==> config.mk <==
export PLATFORM = sky130hd
export DESIGN_NAME = lvm_front
export DESIGN_NICKNAME = d
export VERILOG_FILES = /design/src/design/lookat_view_matrix_assert.svh /design/src/design/lvm_pkg.sv /design/src/design/lvm_front.sv
export SDC_FILE = /design/constraint.sdc
export NUM_CORES = 1
export LEC_CHECK = 0
export BUFFER_PORTS_ARGS = -buffer_cell sky130_fd_sc_hd__clkbuf_2
export CAP_MARGIN = 0
export CORE_MARGIN = 2
export CORE_UTILIZATION = 50
export DETAILED_ROUTE_END_ITERATION = 8
export PLACE_DENSITY = 0.82
export SLEW_MARGIN = 20
export SYNTH_ARGS = -nofsm -noshare
export SYNTH_HDL_FRONTEND = slang
export SYNTH_SLANG_ARGS = --single-unit
==> constraint.sdc <==
create_clock -name clk -period 13.2 [get_ports clk]
set_clock_uncertainty 0.05 [all_clocks]
set_input_delay 1.32 -clock clk [delete_from_list [all_inputs] [get_ports clk]]
set_output_delay 1.32 -clock clk [all_outputs]
set_load 0.01 [all_outputs]
==> src/design/lookat_view_matrix_assert.svh <==
// Assertion macros for the look-at view matrix block.
// Expects clk and rst in the scope of use.
`ifndef LOOKAT_VIEW_MATRIX_ASSERT_SVH
`define LOOKAT_VIEW_MATRIX_ASSERT_SVH

// same-cycle implication
`define LVM_ASSERT_NOW(lbl, ante, cons, msg) \
  lbl: assert property (@(posedge clk) disable iff (rst) (ante) |-> (cons)) else $error(msg);

// next-cycle implication
`define LVM_ASSERT_NEXT(lbl, ante, cons, msg) \
  lbl: assert property (@(posedge clk) disable iff (rst) (ante) |=> (cons)) else $error(msg);

`endif

==> src/design/lvm_pkg.sv <==
// Shared types and constants of the look-at view matrix block.
// Used by the front queue, the back sequencer and the top level.
package lvm_pkg;

  localparam int FRAC_BITS_DEF = 16;

  typedef struct packed {
    logic [2:0][31:0] eye;
    logic [2:0][31:0] up;
    logic [2:0][32:0] diff;
    logic             fz;
  } item_t;

endpackage

==> src/design/lvm_front.sv <==
// Front part: takes command words, forms target minus eye, flags a zero
// forward vector and holds words in a two-entry queue. Uses lvm_pkg.
module lvm_front (
  input  logic               clk,
  input  logic               rst,
  input  logic               start,
  output logic               busy,
  input  logic [2:0][31:0]   eye,
  input  logic [2:0][31:0]   target,
  input  logic [2:0][31:0]   up,
  output lvm_pkg::item_t     head,
  output logic               head_valid,
  input  logic               pop
);
  import lvm_pkg::*;

  item_t       mem [2];
  item_t       word_in;
  logic        wr_ptr;
  logic        rd_ptr;
  logic [1:0]  count;
  logic        push;

  always_comb begin
    word_in.eye = eye;
    word_in.up  = up;
    for (int k = 0; k < 3; k++) begin
      word_in.diff[k] = 33'($signed(target[k])) - 33'($signed(eye[k]));
    end
    word_in.fz = (word_in.diff == '0);
  end

  assign busy       = (count == 2'd2);
  assign push       = start && !busy;
  assign head_valid = (count != 2'd0);
  assign head       = mem[rd_ptr];

  always_ff @(posedge clk) begin
    if (push) begin
      mem[wr_ptr] <= word_in;
    end
  end

  always_ff @(posedge clk) begin
    if (rst) begin
      wr_ptr <= 1'b0;
      rd_ptr <= 1'b0;
      count  <= 2'd0;
    end else begin
      if (push) wr_ptr <= ~wr_ptr;
      if (pop) rd_ptr <= ~rd_ptr;
      if (push && !pop) count <= count + 2'd1;
      else if (pop && !push) count <= count - 2'd1;
    end
  end

endmodule

==> run summary <==
Post-synth EDFFs -> 584
Dominant cell type by area after synthesis -> edfxtp_1
Arrival time worst endpoint -> 5.92 ns
Final min period -> 5.54 ns
Top cell by count, worst path -> nor4_1
Drt first pass iters -> 5
Final Hold Violating Endpoints -> 0
YS warnings -> 0
Starting density of the core -> 50.3%
Critical R2R Launch -> count[0]
Synth top area share -> 65.2%
Cell internal pwr -> 3.68 mW
Setup WS post-layout -> 7.66 ns
Syn Inst Count -> 1809
Via density -> 5.63
Sequential share of the synthesized area -> 65.5%
R2R setup slack -> 10.05 ns
Cell Area, Placed -> 30600 sq um
Fin nets -> 2805
DRC -> 0
Hold-fix buffers, CTS -> 0
Finished Cell Area -> 32500 sq um
Post-synth top cells -> edfxtp_1, mux2_2, inv_1
Switching Share -> 27.8%
Max clock buf depth -> 3
P_leak -> 12.8 nW
Filler Cells Inserted -> 3962
Switch Pwr -> 1.41 mW
First-pass GRT wire length -> 107000 um
Cell Chain, Critical Path -> clkbuf_2 > inv_1 > ha_1 > o21ai_1 > nor3b_1 > o211ai_1 > or4_1 > or4b_1 > nor4_1 > nand4bb_1 > or4b_2 > nor4_1 > nand4b_1 > nor4_2
Tot GR Track Use -> 25.1%
DP Wirelength -> 52800 um
Crit path kind -> in -> reg
Worst setup SP type -> input pin
Hold Path Stages -> 2
Drt total wl -> 71800 um
Worst slack, placed -> 6.86 ns
CORE AREA -> 53500 sq um
Hold WC Path Type -> reg -> reg
Worst setup startpoint -> eye[26]
Initial detailed-routing violation count -> 1115
IO Port Bufs -> 585
Setup_tns -> 0 ns
CP max FO -> 8
CP Capture Type -> flop
DIE WIDTH -> 236 um
WL per Instance -> 22.7 um
Max_cap viols -> 0
Slew Limit Fails -> 0
Initial antenna violation count -> 9
Top cells by area, synth -> edfxtp_1, mux2_2, ha_1, a21oi_1, inv_1
CP required -> 13.58 ns
Ratio of final minimum period to clock period -> 42.0%
Fmax -> 180 MHz
Slowest-stage cell, CP -> or4b_2
Insertion delay to the later sink of the worst-skew pair -> 0.61 ns
Max IR drop VDD -> 0.120 mV
Die ar. -> 55700 sq um
Ports -> 586
ANT nets after route -> 0
Most common cell in the netlist -> edfxtp_1
Die Ht -> 236 um
Part of the power in the clock network -> 31.6%
Setup Buffers After CTS -> 0
Sequential share of power -> 47.6%
Net Count, Synth -> 2201
Max stage delay on crit path -> 0.62 ns
Setup crit end -> mem[1][0]
Cells after DPL -> 3048
Htree depth -> 2
Logic pwr share -> 20.8%
Vias in the first global route -> 18100
Largest net degree at the start of global routing -> 168
CTS tree -> done
Worst rel slew slack -> 21.9%
Final Wtd Congestion -> 0.892
Via count -> 17800
Unrepaired setup endpoints after global routing -> no
Share of cells above drive strength 1 -> 40.6%
Pwr dens -> 157 nW/um^2
Final setup vio count -> 0
Final Total Pwr -> 5.09 mW
Slew @ Worst Pin -> 1.17 ns
Post-layout instance count excluding filler cells -> 3160
Status -> completed
Final Util -> 60.7%
Reg2reg path depth -> 5
Syn avg cell area -> 14.9 sq um
Area of the mapped netlist -> 26900 sq um
GR Overflow Total -> 0
Hold WS -> 0.480 ns
Register bit count reported by yosys -> 589
TritonCTS Sinks -> 589
Synth-to-Final Area Change -> 20.6%
RR Endpoint -> mem[0][110]
Num CTS Buffers -> 59
Post-synthesis cell type count -> 84
Synth async-reset ratio -> 0%
Top_reg_cell synth -> edfxtp_1
Rows -> 85
Resize count post-CTS -> 0
Clock root cell -> clkbuf_16
Reg clk slew, reported paths -> 0.06 ns
-- layout make-up --
| type | instances | area [sq um] | area share, % |
|---|---|---|---|
| inverters | 125 | 469 | 1.45 |
| repair buffers | 593 | 3010 | 9.28 |
| clock buffers | 70 | 1540 | 4.74 |
| multi-input cells | 1045 | 8620 | 26.5 |
| clock inverters | 39 | 310 | 0.956 |
| well taps | 696 | 871 | 2.68 |
| diodes | 3 | 7.51 | 0.0231 |
| flip-flops and latches | 589 | 17600 | 54.3 |
-- flip-flops by register name, summed over array words and instances (netlist names), named ones only --
signal and cells:
wr_ptr 1, rd_ptr 1, mem 584, count 2
-- routing by layer --
layer	vias up	global-route usage, %	wire length (um)
met5	-	0	79
met4	12	6.99	1860
met3	145	7.81	6330
met2	761	43.8	35800
met1	8773	30.0	27700
li1	8115	-	-
-- worst min path at each step --
stage	from	end	slack, ns
after floorplan	count[1]	count[1]	0.41
after global placement	count[1]	count[1]	0.43
after detailed placement	rd_ptr	flop	0.46
after CTS	count[1]	count[1]	0.48
after global routing	count[1]	count[1]	0.53
final	count[1]	count[1]	0.48
-- critical path, delay by kind of cell --
| kind | cells | cell delay (ns) |
|---|---|---|
| and+or+nand+nor | 9 | 3.57 |
| adders and majority gates | 1 | 0.40 |
| AOI/OAI and AO/OA | 2 | 0.47 |
| buffers and inverters | 2 | 0.16 |
-- power groups by stage --
stage | Clock, mW | Combinational, mW | Sequential (mW)
6_report | 1.61 | 1.06 | 2.43
5_1_grt | 1.70 | 1.14 | 2.45
3_3_place_gp | 0 | 1.03 | 2.45
3_5_place_dp | 0 | 1.05 | 2.47
2_1_floorplan | 0 | 0.627 | 2.50
4_1_cts | 1.64 | 1.06 | 2.43
-- layout by cell type (no fill, tap or decap), types with 5 or more instances in the layout --
master     Yosys  final
a211o_1        5      5
a211oi_1      15     15
a21o_1        22     22
a21oi_1      101    101
and2_1        11     11
buf_4          0      6
clkbuf_1      42     10
clkbuf_16      0     60
clkbuf_2       1    585
clkinv_1       0     13
clkinv_2       0     15
edfxtp_1     584    584
ha_1          97     97
inv_1        125    125
mux2_2       292    292
nand2_1       86     86
nand2b_1       6      6
nand3_1       12     12
nand4_1       21     21
nor2_1        54     53
nor2b_1        8      8
nor3_1        22     22
nor3b_1        5      5
o21a_1        11     11
o21ai_0       55     55
o21ai_1       10     10
o21bai_1      12     12
or2_2          5      5
or3_1         13     13
or4_1          8      8
xnor2_1       43     43
xor2_1        39     39
-- cell families (layout without fill, tap and decap cells) --
family,after synthesis,in the layout,share of synthesized area (%)
flops,589,589,65.5
mux,294,294,12.3
simple gates,279,279,5.31
buf+inv,175,827,2.50
compound gates,290,290,6.96
other cells,0,3,0
fa+ha+maj,100,100,4.73
xor+xnor,82,82,2.67
(Power assumes the default switching activity.)
